===== src/hdl/oht_pkg.sv =====
// shared types and constants of the opcode hash table
// no dependencies; imported by every module of the block

package oht_pkg;

    // sizing
    localparam int BUCKETS   = 20;
    localparam int ENTRIES   = 64;
    localparam int KEY_CHARS = 6;

    localparam int KEY_W  = 8 * KEY_CHARS;
    localparam int OP_W   = 8;
    localparam int FMT_W  = 2;
    localparam int STAT_W = 2;

    localparam int BKT_W  = (BUCKETS > 1) ? $clog2(BUCKETS) : 1;
    localparam int IDX_W  = $clog2(ENTRIES);
    // links and the fill count both must hold ENTRIES itself
    localparam int LINK_W = $clog2(ENTRIES + 1);

    // hash reduction: sum of characters modulo BUCKETS by reciprocal multiply
    localparam int SUM_W   = $clog2(255 * KEY_CHARS + 1);
    localparam int MOD_SH  = SUM_W + 8;
    localparam int RECIP_W = MOD_SH + 1;
    localparam int RECIP   = (1 << MOD_SH) / BUCKETS;
    localparam int PROD_W  = SUM_W + RECIP_W;
    localparam int REM_W   = SUM_W + 9;

    // stream packing
    localparam int S_DATA_W = ((KEY_W + OP_W + FMT_W + 7) / 8) * 8;
    localparam int M_DATA_W = ((OP_W + FMT_W + 7) / 8) * 8;

    // commands and status codes
    localparam logic CMD_INSERT = 1'b0;
    localparam logic CMD_LOOKUP = 1'b1;

    localparam logic [STAT_W-1:0] ST_OK   = 2'd0;
    localparam logic [STAT_W-1:0] ST_MISS = 2'd1;
    localparam logic [STAT_W-1:0] ST_FULL = 2'd2;

    typedef struct packed {
        logic [KEY_W-1:0] key;
        logic [OP_W-1:0]  opcode;
        logic [FMT_W-1:0] format;
    } t_entry;

    // write and read requests toward the entry store
    typedef struct packed {
        logic              data_we;
        logic [IDX_W-1:0]  data_waddr;
        logic              next_we;
        logic [IDX_W-1:0]  next_waddr;
        logic [LINK_W-1:0] next_wdata;
        logic [IDX_W-1:0]  raddr;
    } t_store_req;

endpackage


===== src/hdl/oht_entry_store.sv =====
// entry store: data memory (key, opcode, format) and link memory
// depends on oht_pkg; one write port each, shared read address, registered read data

module oht_entry_store
    import oht_pkg::*;
(
    input  logic              i_clk,
    input  t_store_req        i_req,
    input  t_entry            i_wdata,
    output t_entry            o_rdata,
    output logic [LINK_W-1:0] o_rnext
);

    t_entry            mem_data [ENTRIES];
    logic [LINK_W-1:0] mem_next [ENTRIES];

    always_ff @(posedge i_clk) begin
        if (i_req.data_we) begin
            mem_data[i_req.data_waddr] <= i_wdata;
        end
        o_rdata <= mem_data[i_req.raddr];
    end

    always_ff @(posedge i_clk) begin
        if (i_req.next_we) begin
            mem_next[i_req.next_waddr] <= i_req.next_wdata;
        end
        o_rnext <= mem_next[i_req.raddr];
    end

endmodule


===== config.mk =====
export PLATFORM = sky130hd
export DESIGN_NAME = oht_entry_store
export DESIGN_NICKNAME = d
export VERILOG_FILES = /design/src/hdl/oht_pkg.sv /design/src/hdl/oht_entry_store.sv
export SDC_FILE = /design/constraint.sdc
export NUM_CORES = 2
export LEC_CHECK = 0
export ABC_AREA = 1
export BUFFER_PORTS_ARGS = -buffer_cell sky130_fd_sc_hd__buf_2
export CAP_MARGIN = 10
export CORE_ASPECT_RATIO = 1.5
export CORE_MARGIN = 4
export CORE_UTILIZATION = 45
export DETAILED_ROUTE_END_ITERATION = 8
export SKIP_CTS_REPAIR_TIMING = 1
export SYNTH_ARGS = -nofsm -noshare
export SYNTH_HDL_FRONTEND = slang
export SYNTH_MEMORY_MAX_BITS = 65536
export SYNTH_SLANG_ARGS = --single-unit

===== constraint.sdc =====
create_clock -name i_clk -period 8 [get_ports i_clk]
set_input_delay 1.2 -clock i_clk [delete_from_list [all_inputs] [get_ports i_clk]]
set_output_delay 1.2 -clock i_clk [all_outputs]
set_load 0.05 [all_outputs]

# After elaboration in Yosys (flattened, before gate mapping)
# Memories as Yosys holds them, arrays and structs flattened. A register that Yosys moved wholly into a read port is not among the register bits.
# Cells that the tools add are included.
# word_totals
reg_bits	0
latch_bits	0
ramBits	4160
rom_bits	0
input_bits	86
output_inout_bits	65
elab_cells	6
n_memories	2
# mem_list
memory	words	width	rd	rd_clocked_by_memory_dff	wr	line	source
mem_data	64	58	1	1	1	oht_entry_store.sv:14	t_entry mem_data [ENTRIES];
mem_next	64	7	1	1	1	oht_entry_store.sv:15	logic [LINK_W-1:0] mem_next [ENTRIES];
# classes
add_sub_neg	0
mul	0
n_div	0
n_lt_le_gt_ge	0
eq_ne	0
shifts	0
muxes	4
n_bitwise	0
reduce_logical	0
# ops
op	count
$mux W1	4

# Depth between registers and ports, before layout
# logic_depth
depth_word	2
depth_mapped	12
depth_no_buf	9

# Worst setup path after synthesis
# OpenSTA, ideal clock, no wires.
# synth_path
path_kind	input-to-reg
start	in i_req[26] (netlist name)
end	mem mem_data[0][0] (netlist name) (enable)
setup_time_ns	0.474
t_arrival_ns	4.179
required_ns	7.526
path_slack_ns	3.347
cell_stages	3
n_path_buf	1
cell_sequence	clkbuf_1 -> nand4_1 -> nor2_1
# synth_between
elab_chain_cells	2
# synth_rtl
element	line	source
start, declared	oht_entry_store.sv:8	input t_store_req i_req,
$mux W1	oht_entry_store.sv:18	if (i_req.data_we) begin
$mux W1 (not written as such)	oht_entry_store.sv:19	mem_data[i_req.data_waddr] <= i_wdata;
end, declared	oht_entry_store.sv:14	
# No other way between the ends.

# Worst setup path in the final report
# layout_path
start	in i_req[21] (netlist name)
end	mem mem_data[1][22] (netlist name) (enable)
# Straight into the memory's write port.

==> out/metrics.yaml <==
clocking:
  root_buffer: "clkbuf_16"
  htreeDepth: 5
  clock-sinks: 4225
  cts_buffers: 396
  cts.clk_slew.worst_paths_ps: 60
  cts_max_path_buffers: 4
  clk_latency_ps: 940
  cts_tree: "built"
critical_path:
  worstSetupEndpointType: "flop"
  endpoint: "mem_data[1][22]$_DFFE_PP_"
  slowest_delay_ps: 1180
  r2r-start: "mem_data[13][1]$_DFFE_PP_"
  cp_max_fo: 23
  critPathLaunchType: "input pin"
  startpoint: "i_req[21]"
  crit_required_ps: 8540
  crit_arrival_ps: 4310
  worst-setup-path-type: "input pin to flop"
  critPathSlowestCell: "nor2_4"
  reg2reg_to: "o_rdata[1]$_DFF_P_"
  cp_cell_sequence: "buf_2, inv_1, nand4_1, nor2_4, buf_4"
  reg2reg_depth: 8
  rrSetupSlack_ps: 6480
timing:
  worst_slack_ps: 4230
  setup_tns_ps: 0
  fin_crit_ps: 3770
  slew_headroom_pct: 12.4
  timing.fmax_mhz: 265
  worst-slew-pin-transition_ps: 1310
  rsz0062_at_grt: "no"
  finalSetupViolCount: 0
  skew_ps: 46.9
  final_min_period_over_clock_period_pct: 47.2
  maxSlewViolCount: 0
  finalHoldViolations: 0
routing:
  first_pass_iters: 8
  drtAntennaViolNets: 0
  drc_errors: 0
  drt_iter0_drc: 12600
  vias: 109000
  wire_per_inst_um: 27.2
  routed_via_density: 5.79
  totalWireLength_um: 515000
layout:
  fin_area_mm2: 0.186
  nets: 13700
  instances_no_fill: 18900
  area_growth_syn_to_layout_pct: 11.1
  drive_above_1_share_pct: 7.18
place:
  dp.cells: 18200
  portBuffers: 150
  dp_slack_ps: 3470
  dp_hpwl_um: 254000
  gp_congestion: 0.810
  placed_cell_area_mm2: 0.173
yosys:
  synth_top_cell_by_area: "edfxtp_1"
  synth_nets: 13800
  synth_top_area_share_pct: 74.6
  synth.most_common_cell: "nand2_1"
  avgSynthCellArea_um2: 12.2
  ys.flop_type: "edfxtp_1"
  synth_edf_count: 4160
  synthArstFlopShare_pct: 0
  synth-seq-area-share_pct: 75.3
  synth.distinct_cells: 14
  syn_inst: 13700
  yosys_warnings: 0
  synth-seq-cells: 4225
  synth_area_mm2: 0.168
  ys_top_cells_by_area: "edfxtp_1, nand3_1, nand2_1"
  synth_commonest_cells: "nand2_1, edfxtp_1, nand3_1"
global_routing:
  grt_max_degree: 198
  antenna_found_initial: 29
  grt_overflow: 0
  grt_pass1_wl_um: 739000
  grt.total_usage_pct: 26.3
  grt_pass1_vias: 104000
die:
  start_util_pct: 45.2
  ioPinCount: 151
  fp.coreArea_mm2: 0.371
  die_w_um: 506
  fp.dieH_um: 755
  die-area_mm2: 0.382
  placementRows: 274
power:
  powerDensity_mw_per_mm2: 248
  switching_share_pct: 22.5
  p_comb_share_pct: 5.9
  clockPowerShare_pct: 40.9
  seqPwrFrac_pct: 53.2
  irDropWorstVdd_v: 0.000199
  p_sw_uw: 10400
  p_leak_uw: 0.0647
  internal-power_uw: 35800
  finalPower_uw: 46200
hold_path:
  hp-class: "input pin to flop"
outcome:
  status: "finished, final reports clean"
job:
  drv_cap: 0
[cell usage in the layout (no fill, tap or decap), drive strengths merged]
| cell type | instances |
|---|---|
| edfxtp | 4160 |
| clkinvlp | 13 |
| nor2 | 130 |
| nand3 | 3913 |
| clkbuf | 506 |
| dfxtp | 65 |
| diode | 19 |
| nand2 | 4495 |
| inv | 32 |
| bufinv | 41 |
| nand4 | 9 |
| nor3 | 9 |
| clkinv | 157 |
| buf | 375 |
[metrics by stage]
stage	utilization [%]	hold slack [ps]
3_5_place_dp	46.7	782
2_1_floorplan	-	721
4_1_cts	50.2	515
5_1_grt	50.2	563
6_report	50.2	583
3_3_place_gp	46.7	772
[final cells by class]
cell class	instances	area (um^2)
Clock buffer	506	10600
Sequential cell	4225	126000
Antenna cell	19	47.5
Tap cell	4968	6220
Timing Repair Buffer	375	3140
Inverter	26	140
Clock inverter	217	2240
Multi-Input combinational cell	8556	37500
Fill cell	32000	185000
[state kept, by name, summed over array words and instances (netlist names)]
register / count
o_rnext: 7
mem_next: 448
o_rdata: 58
mem_data: 3712
[worst min-delay path by stage]
stage                                     end  slack [ps]  cells past startpoint                  startpoint
after floorplan            o_rdata[0]$_DFF_P_         720                      8   mem_data[52][0]$_DFFE_PP_
after global placement    o_rdata[18]$_DFF_P_         770                      8  mem_data[12][18]$_DFFE_PP_
after detailed placement   o_rdata[4]$_DFF_P_         780                      8    mem_data[4][4]$_DFFE_PP_
after CTS                 o_rdata[32]$_DFF_P_         510                      3                    i_req[5]
after global routing      o_rdata[33]$_DFF_P_         560                      3                    i_req[5]
final                     o_rdata[32]$_DFF_P_         580                      3                    i_req[5]
[power groups by stage]
| stage | Clock [uW] | Combinational, uW | Sequential (uW) |
|---|---|---|---|
| 2_1_floorplan | 0 | 1470 | 25200 |
| 4_1_cts | 19100 | 2750 | 24600 |
| 5_1_grt | 20000 | 2980 | 24600 |
| 3_5_place_dp | 0 | 2740 | 25100 |
| 6_report | 18900 | 2750 | 24600 |
| 3_3_place_gp | 0 | 2720 | 25100 |
[critical path: cells and delay by family]
| kind | cells | cell delay, ps |
|---|---|---|
| buf+inv | 3 | 970 |
| simple gates | 2 | 2070 |
[kinds of logic after synthesis]
| group | synth area share [%] |
|---|---|
| buffers and inverters | 2.55 |
| flip-flops | 75.3 |
| AND/OR/NAND/NOR | 22.1 |
[routing by layer]
| layer | track usage (%) | up-vias | share of wire [%] |
|---|---|---|---|
| met5 | 0 | - | 0.011 |
| met4 | 12.0 | 10 | 5.1 |
| met3 | 3.43 | 1130 | 7.6 |
| met2 | 44.2 | 5008 | 49 |
| met1 | 34.0 | 54700 | 38 |
| li1 | - | 48600 | - |
Power figures use the tool's default switching activity.
