`config.mk`:
```
export PLATFORM = sky130hd
export DESIGN_NAME = oht_hash
export DESIGN_NICKNAME = d
export VERILOG_FILES = /design/src/hdl/oht_pkg.sv /design/src/hdl/oht_hash.sv
export SDC_FILE = /design/constraint.sdc
export NUM_CORES = 1
export LEC_CHECK = 0
export BUFFER_PORTS_ARGS = -buffer_cell sky130_fd_sc_hd__clkbuf_2
export CAP_MARGIN = 20
export CORE_MARGIN = 3
export CORE_UTILIZATION = 40
export DETAILED_ROUTE_END_ITERATION = 10
export SKIP_CTS_REPAIR_TIMING = 1
export SYNTH_ARGS = -nofsm -noshare
export SYNTH_HDL_FRONTEND = slang
export SYNTH_SLANG_ARGS = --single-unit
```
`constraint.sdc`:
```
create_clock -name i_clk -period 8.2 [get_ports i_clk]
set_input_delay 0.82 -clock i_clk [delete_from_list [all_inputs] [get_ports i_clk]]
set_output_delay 0.82 -clock i_clk [all_outputs]
set_load 0.01 [all_outputs]
```
`src/hdl/oht_pkg.sv`:
```
// shared types and constants of the opcode hash table
// no dependencies; imported by every module of the block

package oht_pkg;

    // sizing
    localparam int BUCKETS   = 20;
    localparam int ENTRIES   = 64;
    localparam int KEY_CHARS = 6;

    localparam int KEY_W  = 8 * KEY_CHARS;
    localparam int OP_W   = 8;
    localparam int FMT_W  = 2;
    localparam int STAT_W = 2;

    localparam int BKT_W  = (BUCKETS > 1) ? $clog2(BUCKETS) : 1;
    localparam int IDX_W  = $clog2(ENTRIES);
    // links and the fill count both must hold ENTRIES itself
    localparam int LINK_W = $clog2(ENTRIES + 1);

    // hash reduction: sum of characters modulo BUCKETS by reciprocal multiply
    localparam int SUM_W   = $clog2(255 * KEY_CHARS + 1);
    localparam int MOD_SH  = SUM_W + 8;
    localparam int RECIP_W = MOD_SH + 1;
    localparam int RECIP   = (1 << MOD_SH) / BUCKETS;
    localparam int PROD_W  = SUM_W + RECIP_W;
    localparam int REM_W   = SUM_W + 9;

    // stream packing
    localparam int S_DATA_W = ((KEY_W + OP_W + FMT_W + 7) / 8) * 8;
    localparam int M_DATA_W = ((OP_W + FMT_W + 7) / 8) * 8;

    // commands and status codes
    localparam logic CMD_INSERT = 1'b0;
    localparam logic CMD_LOOKUP = 1'b1;

    localparam logic [STAT_W-1:0] ST_OK   = 2'd0;
    localparam logic [STAT_W-1:0] ST_MISS = 2'd1;
    localparam logic [STAT_W-1:0] ST_FULL = 2'd2;

    typedef struct packed {
        logic [KEY_W-1:0] key;
        logic [OP_W-1:0]  opcode;
        logic [FMT_W-1:0] format;
    } t_entry;

    // write and read requests toward the entry store
    typedef struct packed {
        logic              data_we;
        logic [IDX_W-1:0]  data_waddr;
        logic              next_we;
        logic [IDX_W-1:0]  next_waddr;
        logic [LINK_W-1:0] next_wdata;
        logic [IDX_W-1:0]  raddr;
    } t_store_req;

endpackage

```
`src/hdl/oht_hash.sv`:
```
// key normalization and bucket hash, three register stages
// depends on oht_pkg

module oht_hash
    import oht_pkg::*;
(
    input  logic             i_clk,
    input  logic             i_rst_n,
    input  logic             i_valid,
    input  logic [KEY_W-1:0] i_key,
    output logic             o_valid,
    output logic [KEY_W-1:0] o_key,
    output logic [BKT_W-1:0] o_bucket
);

    logic [KEY_W-1:0]  norm_key;
    logic [SUM_W-1:0]  norm_sum;
    logic [PROD_W-1:0] quot_prod;
    logic [REM_W-1:0]  rem_raw;
    logic [REM_W-1:0]  rem_fix;

    logic              r_v1, r_v2;
    logic [KEY_W-1:0]  r_key1, r_key2;
    logic [SUM_W-1:0]  r_sum1, r_sum2;
    logic [SUM_W-1:0]  r_quot;

    // keep the characters before the first zero byte
    always_comb begin
        logic alive;
        alive    = 1'b1;
        norm_key = '0;
        norm_sum = '0;
        for (int i = 0; i < KEY_CHARS; i++) begin
            alive = alive && (i_key[8*i +: 8] != 8'd0);
            if (alive) begin
                norm_key[8*i +: 8] = i_key[8*i +: 8];
                norm_sum = norm_sum + SUM_W'(i_key[8*i +: 8]);
            end
        end
    end

    // quotient estimate is exact or one too small
    assign quot_prod = PROD_W'(r_sum1) * PROD_W'(RECIP);
    assign rem_raw   = REM_W'(r_sum2) - (REM_W'(r_quot) * REM_W'(BUCKETS));
    assign rem_fix   = (rem_raw >= REM_W'(BUCKETS)) ? rem_raw - REM_W'(BUCKETS) : rem_raw;

    always_ff @(posedge i_clk) begin
        if (!i_rst_n) begin
            r_v1    <= 1'b0;
            r_v2    <= 1'b0;
            o_valid <= 1'b0;
        end else begin
            r_v1    <= i_valid;
            r_v2    <= r_v1;
            o_valid <= r_v2;
        end
        r_key1   <= norm_key;
        r_sum1   <= norm_sum;
        r_key2   <= r_key1;
        r_sum2   <= r_sum1;
        r_quot   <= SUM_W'(quot_prod >> MOD_SH);
        o_key    <= r_key2;
        o_bucket <= BKT_W'(rem_fix);
    end

endmodule

```
# Yosys cells after proc, flatten, opt, wreduce, memory -nomap -nowiden
# Index checks and enable logic that the tools add are counted.
# totals
word_cells	43
out_inout_bits	54
regBits	181
# classes
order_cmp	1
n_reduce_logical	11
add_sub_neg	7
muxes	7
mul	2
# op_table
operator	n
$add A11 B8 Y11	5
$mux W11	5
$reduce_bool A8 Y1	6
$mul A11 B14 Y25 const B	1
$ge A20 B5 Y1 const B	1
$sub A11 B12 Y13	1
$mul A7 B3 Y10 const B	1
$mux W8	1
$logic_and A1 B1 Y1	5
$mux W5	1
$sub A5 B5 Y5 const B	1

# Longest topological paths before layout
# Gate-level depths: netlist of run 1.
# logic_depth
depth_word	12
mapped_depth	36

# Worst setup path before layout of run 1
# No wires, ideal clock.
# synth_path
path_kind	in2reg
start	input i_key[9]
end	register r_sum1[10]
required_time_ns	8.127
path_stages	31
setup_ns	0.073
t_arrival_ns	6.474
setup_slack_ns	1.652
path_cell_list	nor4_1 and2_1 buf_4 a21oi_4 mux2_2 ha_1 fa_1 nor2_1 nor2_1 inv_1 fa_1 nor2_1 a21oi_1 inv_1 ha_1 a21oi_1 nor2b_1 o21ai_0 a21oi_1 o21ai_0 nand2b_1 xnor2_1 nor2_1 or2_1 ha_1 o21a_1 nor2_1 a211oi_1 inv_1 or4_4 o211ai_2
# synth_via
elab_chain_cells	11
# synth_rtl
element	line_no	text
from (decl)	oht_hash.sv:10	input logic [KEY_W-1:0] i_key,
parallel branches: the longest is 10 deep, another holds $add A11 B8 Y11	--	
$mux W11 (*)	oht_hash.sv:35	if (alive) begin
named net norm_sum[10]	oht_hash.sv:17	logic [SUM_W-1:0] norm_sum;
to (signal assigned)	oht_hash.sv:58	r_sum1 <= norm_sum;
to (decl)	oht_hash.sv:24	logic [SUM_W-1:0] r_sum1, r_sum2;
# Mark *: on every way through the listed nets, which the timed path passes.
# A chain may end at the register's enable or synchronous reset.

# Worst setup path after layout of run 1
# layout_path
start	input i_key[12]
end	register r_sum1[10]
# Same word-level chain as after synthesis.

==> results of run 1 <==
-- cell families after synthesis --
kind of cell | Yosys count
and+or+nand+nor | 202
DFF | 181
adders and majority gates | 156
AOI/OAI and AO/OA | 147
buffers and inverters | 112
xor gates and xnor gates | 38
muxes | 17
-- per-layer routing --
metal,track usage [%],routed length [um]
met1,21.2,8760
met2,24.3,7660
met3,3.25,740
met4,5.13,242
met5,0,0
-- cell usage after synthesis, types with 8 or more instances --
cell	n
a21o_1	11
a21oi_1	42
xnor2_1	24
and2_1	21
nor2_1	45
inv_1	88
o21ai_0	33
nor4_1	10
mux2i_1	8
dfxtp_1	181
and3_1	28
nand2_1	30
fa_1	33
nand3_1	9
o21a_1	9
ha_1	123
xor2_1	14
o31ai_1	8
mux2_2	9
clkbuf_1	20
nor3_1	15
nor2b_1	11
-- registers in the layout, indices dropped and copies added, names as in the netlist --
| signal | cells |
|---|---|
| r_sum1 | 11 |
| o_bucket | 5 |
| r_v1 | 1 |
| r_v2 | 1 |
| o_key | 48 |
| r_key1 | 48 |
| r_key2 | 48 |
| o_valid | 1 |
| r_quot | 7 |
| r_sum2 | 11 |
-- final cells by class --
class | instances | area, um2
clock buffer | 17 | 425
clock inverter | 15 | 185
fill | 1990 | 11100
inverter | 88 | 330
multi-input combinational | 560 | 4800
sequential | 181 | 3620
tap | 275 | 344
timing repair buffer | 105 | 528
-- worst paths after layout --
path / startpoint / to / slack, ns
max: i_key[12] / r_sum1[10]$_DFF_P_ / 1.02
min reg2reg: r_key1[25]$_SDFF_PN0_ / r_key2[25]$_DFF_P_ / 0.32
max reg2reg: r_sum1[9]$_DFF_P_ / r_quot[6]$_DFF_P_ / 3.14
min: r_key1[25]$_SDFF_PN0_ / r_key2[25]$_DFF_P_ / 0.32
-- critical path: cells and delay by family --
family	cells	cell delay, ns
mux	2	0.41
simple gates	5	1.52
compound gates	14	2.69
fa+ha+maj	5	1.50
xor+xnor	2	0.27
buf+inv	3	0.31
-- through the flow --
step | setup WS (ns) | instances | hold slack (ns)
floorplan | 1.65 | 853 | 0.310
global placement | 0.820 | 1209 | 0.309
detailed placement | 0.588 | 1209 | 0.312
CTS | 1.00 | 1241 | 0.325
global route | 0.364 | 1241 | 0.330
finish | 1.02 | 1241 | 0.324
==> out/results.ini, run 1 <==
[run_status]
outcome = completed

[sta]
relSlewSlack_pct = 62.4
period_share_pct = 87.5
drv_slew = 0
max_freq_mhz = 139
grt_setup_unrepaired = false
min_period_ns = 7.18
worst_pin_slew_ns = 0.556
setup_viol = 0
finalSetupTns_ns = 0
finalHoldViolations = 0
skew_ns = 0.00986

[synthesis]
yosysUniqueCellTypes = 66
avgSynthCellArea_um2 = 10.4
synthFlopType = dfxtp_1
postSynthCellCount = 853
synth_compound_area_share_pct = 10.9
synth_top_family_by_area = adder cells
syn_area_um2 = 8860
synthMuxAreaShare_pct = 2.05
synthAdderAreaFrac_pct = 24.8
synth_top_cell_by_area = dfxtp_1
ys_ff_latch = 181
seq_area_frac_synth_pct = 40.9
synth-edff-count = 0
syn_nets = 1060
synth-async-reset-ratio_pct = 0
synth_warnings = 0
netlist.area_leader.share_pct = 40.9
synthXorXnorAreaFrac_pct = 3.76
synth-simple-area-share_pct = 12.6
synth_area_leaders = dfxtp_1 41%, ha_1 17%, fa_1 7.5%

[placed_design]
hpwl_mm = 13.9
port_buffers = 104
placed_area_um2 = 9620
routabilityCongestion = 0.870

[critical_path]
critPathMostFrequentCell = ha_1
r2r_cells = 19
worst_setup_path_start_kind = primary input
critPathMaxFanout = 14
endpoint_kind = flop
arrival_ns = 7.54
cp_slowest_cell = or4_4
critical_path_class = primary input to flop
max_stage_delay_ns = 0.49
cp.required_ns = 8.56

[min_path]
min_path_cells = 0
hp-class = flop to flop

[detailed_routing]
num_vias = 6124
drt-total-wl_mm = 17.4
first_iter_violations = 237
drt_first_pass_iters = 4
via_per_inst = 4.93
drc_errors = 0
routedWlPerCell_um = 14.0
postRouteAntennaNets = 0

[floorplan]
start_util_pct = 41.5
die_w_um = 155
design.portCount = 105
dieArea_um2 = 24000
fp.dieH_um = 155
fp-row-count = 53
core_area_um2 = 21400

[cells_and_area]
final_cell_mix = 181 x dfxtp_1, 123 x ha_1, 104 x clkbuf_2, 88 x inv_1, 45 x nor2_1
final_common_cell = dfxtp_1
syn2layout_area_growth_pct = 15.6
final_area_um2 = 10200
fin_nets = 1160
final_util_pct = 47.9
antennaDiodeCount = 0
drive_above_1_share_pct = 17.4

[clocking]
cts_buffers = 17
htreeDepth = 4
insertion_delay_ns = 0.43
cts_buffer_depth = 2
cts-root-buf = clkbuf_16
cts.sink_count = 181
cts_tree = done
path_clk_slew_ns = 0.07

[global_route]
grt_overflow = 0
grt_usage_pct = 15.5
grt_pass1_wl_mm = 29.9
grt_max_degree = 24
first_global_vias = 6139
antenna_found_initial = 0

[job]
max-cap-violations = 0

Power of run 1 is not shown: default switching activity piles up to over one toggle a cycle in this logic, so the estimate is an artifact.
==> inputs of run 2 (changes only) <==
--- a/config.mk
+++ b/config.mk
@@ -12,2 +12,3 @@
 export DETAILED_ROUTE_END_ITERATION = 10
+export SETUP_SLACK_MARGIN = 0.4
 export SKIP_CTS_REPAIR_TIMING = 1
--- a/constraint.sdc
+++ b/constraint.sdc
@@ -3,2 +3,2 @@
 set_output_delay 0.82 -clock i_clk [all_outputs]
-set_load 0.01 [all_outputs]
+set_load 0.005 [all_outputs]
==> run 2 against run 1 <==
Core utilization barely moved. Die area is the same. Sequential share of layout area about the same. Worst hold slack unchanged. Critical path type unchanged. Maximum frequency is 1.1% higher. Clock skew is the same. Clock-buffer cell count stayed put. Cell area is essentially flat. Non-clock buffer count is the same.
==> out/results.ini, run 2 (synthesis results as in run 1) <==
[run_status]
outcome = completed

[global_route]
met2_usage_pct = 24.3
grt_max_degree = 24
gr-usage-met1_pct = 21.2
grt_usage_pct = 15.5
grt_overflow = 0
grt_pass1_wl_mm = 29.9
met3_usage_pct = 3.25
busiest_layer = met2
antenna_found_initial = 0
first_global_vias = 6139

[cells_and_area]
drive_above_1_share_pct = 17.5
fin_nets = 1160
reg.largest.list = o_key (48), r_key1 (48), r_key2 (48)
syn2layout_area_growth_pct = 15.6
final_cell_mix = 181 x dfxtp_1, 123 x ha_1, 104 x clkbuf_2, 88 x inv_1, 45 x nor2_1
antennaDiodeCount = 0
final_common_cell = dfxtp_1
final_util_pct = 47.9

[min_path]
hp-class = flop to flop
min_path_cells = 0

[floorplan]
fp.dieH_um = 155
fp-row-count = 53
design.portCount = 105
dieArea_um2 = 24000
die_w_um = 155
start_util_pct = 41.5
core_area_um2 = 21400

[clocking]
htreeDepth = 4
cts.sink_count = 181
cts-root-buf = clkbuf_16
path_clk_slew_ns = 0.07
cts_buffer_depth = 2
insertion_delay_ns = 0.43
cts_tree = done
cts_buffers = 17

[sta]
min_period_ns = 7.10
drv_slew = 0
worst_pin_slew_ns = 0.556
holdWs_ns = 0.324
period_share_pct = 86.6
grt_setup_unrepaired = false
relSlewSlack_pct = 62.4
setup_viol = 0
finalSetupTns_ns = 0
worst_slack_ns = 1.10
skew_ns = 0.00986
finalHoldViolations = 0
max_freq_mhz = 141

[critical_path]
r2r_cells = 19
critical_path_class = primary input to flop
endpoint_kind = flop
max_stage_delay_ns = 0.49
cp_slowest_cell = or4_4
critPathMaxFanout = 14
cp.required_ns = 8.56
reg2reg_setup_slack_ns = 3.14
critPathMostFrequentCell = ha_1
arrival_ns = 7.46
worst_setup_path_start_kind = primary input

[detailed_routing]
routedWlPerCell_um = 14.0
first_iter_violations = 237
drt-total-wl_mm = 17.4
drc_errors = 0
num_vias = 6124
via_per_inst = 4.93
postRouteAntennaNets = 0
drt_first_pass_iters = 4

[placed_design]
preCtsSetupSlack_ns = 0.588
hpwl_mm = 13.9
port_buffers = 104
routabilityCongestion = 0.870

[job]
max-cap-violations = 0

-- run 2: changes by cell type in the layout (fill, tap and decap cells not counted) --
| cell | delta |
|---|---|
| and2_1 | -1 |
| and2_2 | +1 |
-- run 2: per-layer routing --
metal	routed length, um	part of all wire [%]
met3	740	4.3
met1	8760	50
met5	0	0
met2	7660	44
met4	242	1.4
-- run 2: through the flow --
stage	cell area, um2	instances
after floorplan	8860	853
after global placement	9620	1209
after detailed placement	9620	1209
after CTS	10200	1241
after global routing	10200	1241
final	10200	1241
-- run 2: layout make-up --
class                      instances  area (um2)
clock buffer                      17         425
clock inverter                    15         185
fill                            1989       11100
inverter                          88         330
multi-input combinational        560        4800
sequential                       181        3620
tap                              275         344
timing repair buffer             105         528
-- run 2: final timing paths --
| kind | from | end |
|---|---|---|
| worst min register to register | r_key1[25]$_SDFF_PN0_ | r_key2[25]$_DFF_P_ |
| worst min-delay path | r_key1[25]$_SDFF_PN0_ | r_key2[25]$_DFF_P_ |
| worst max register to register | r_sum1[9]$_DFF_P_ | r_quot[6]$_DFF_P_ |
| worst max-delay path | i_key[12] | r_sum1[10]$_DFF_P_ |
-- run 2: worst max-delay path, delay by kind of cell --
kind            cells  cell delay, ns
compound gates     14            2.66
xor+xnor            2            0.27
fa+ha+maj           5            1.50
buf+inv             3            0.31
mux                 2            0.41
simple gates        5            1.47
Power of run 2 is left out for the same reason.
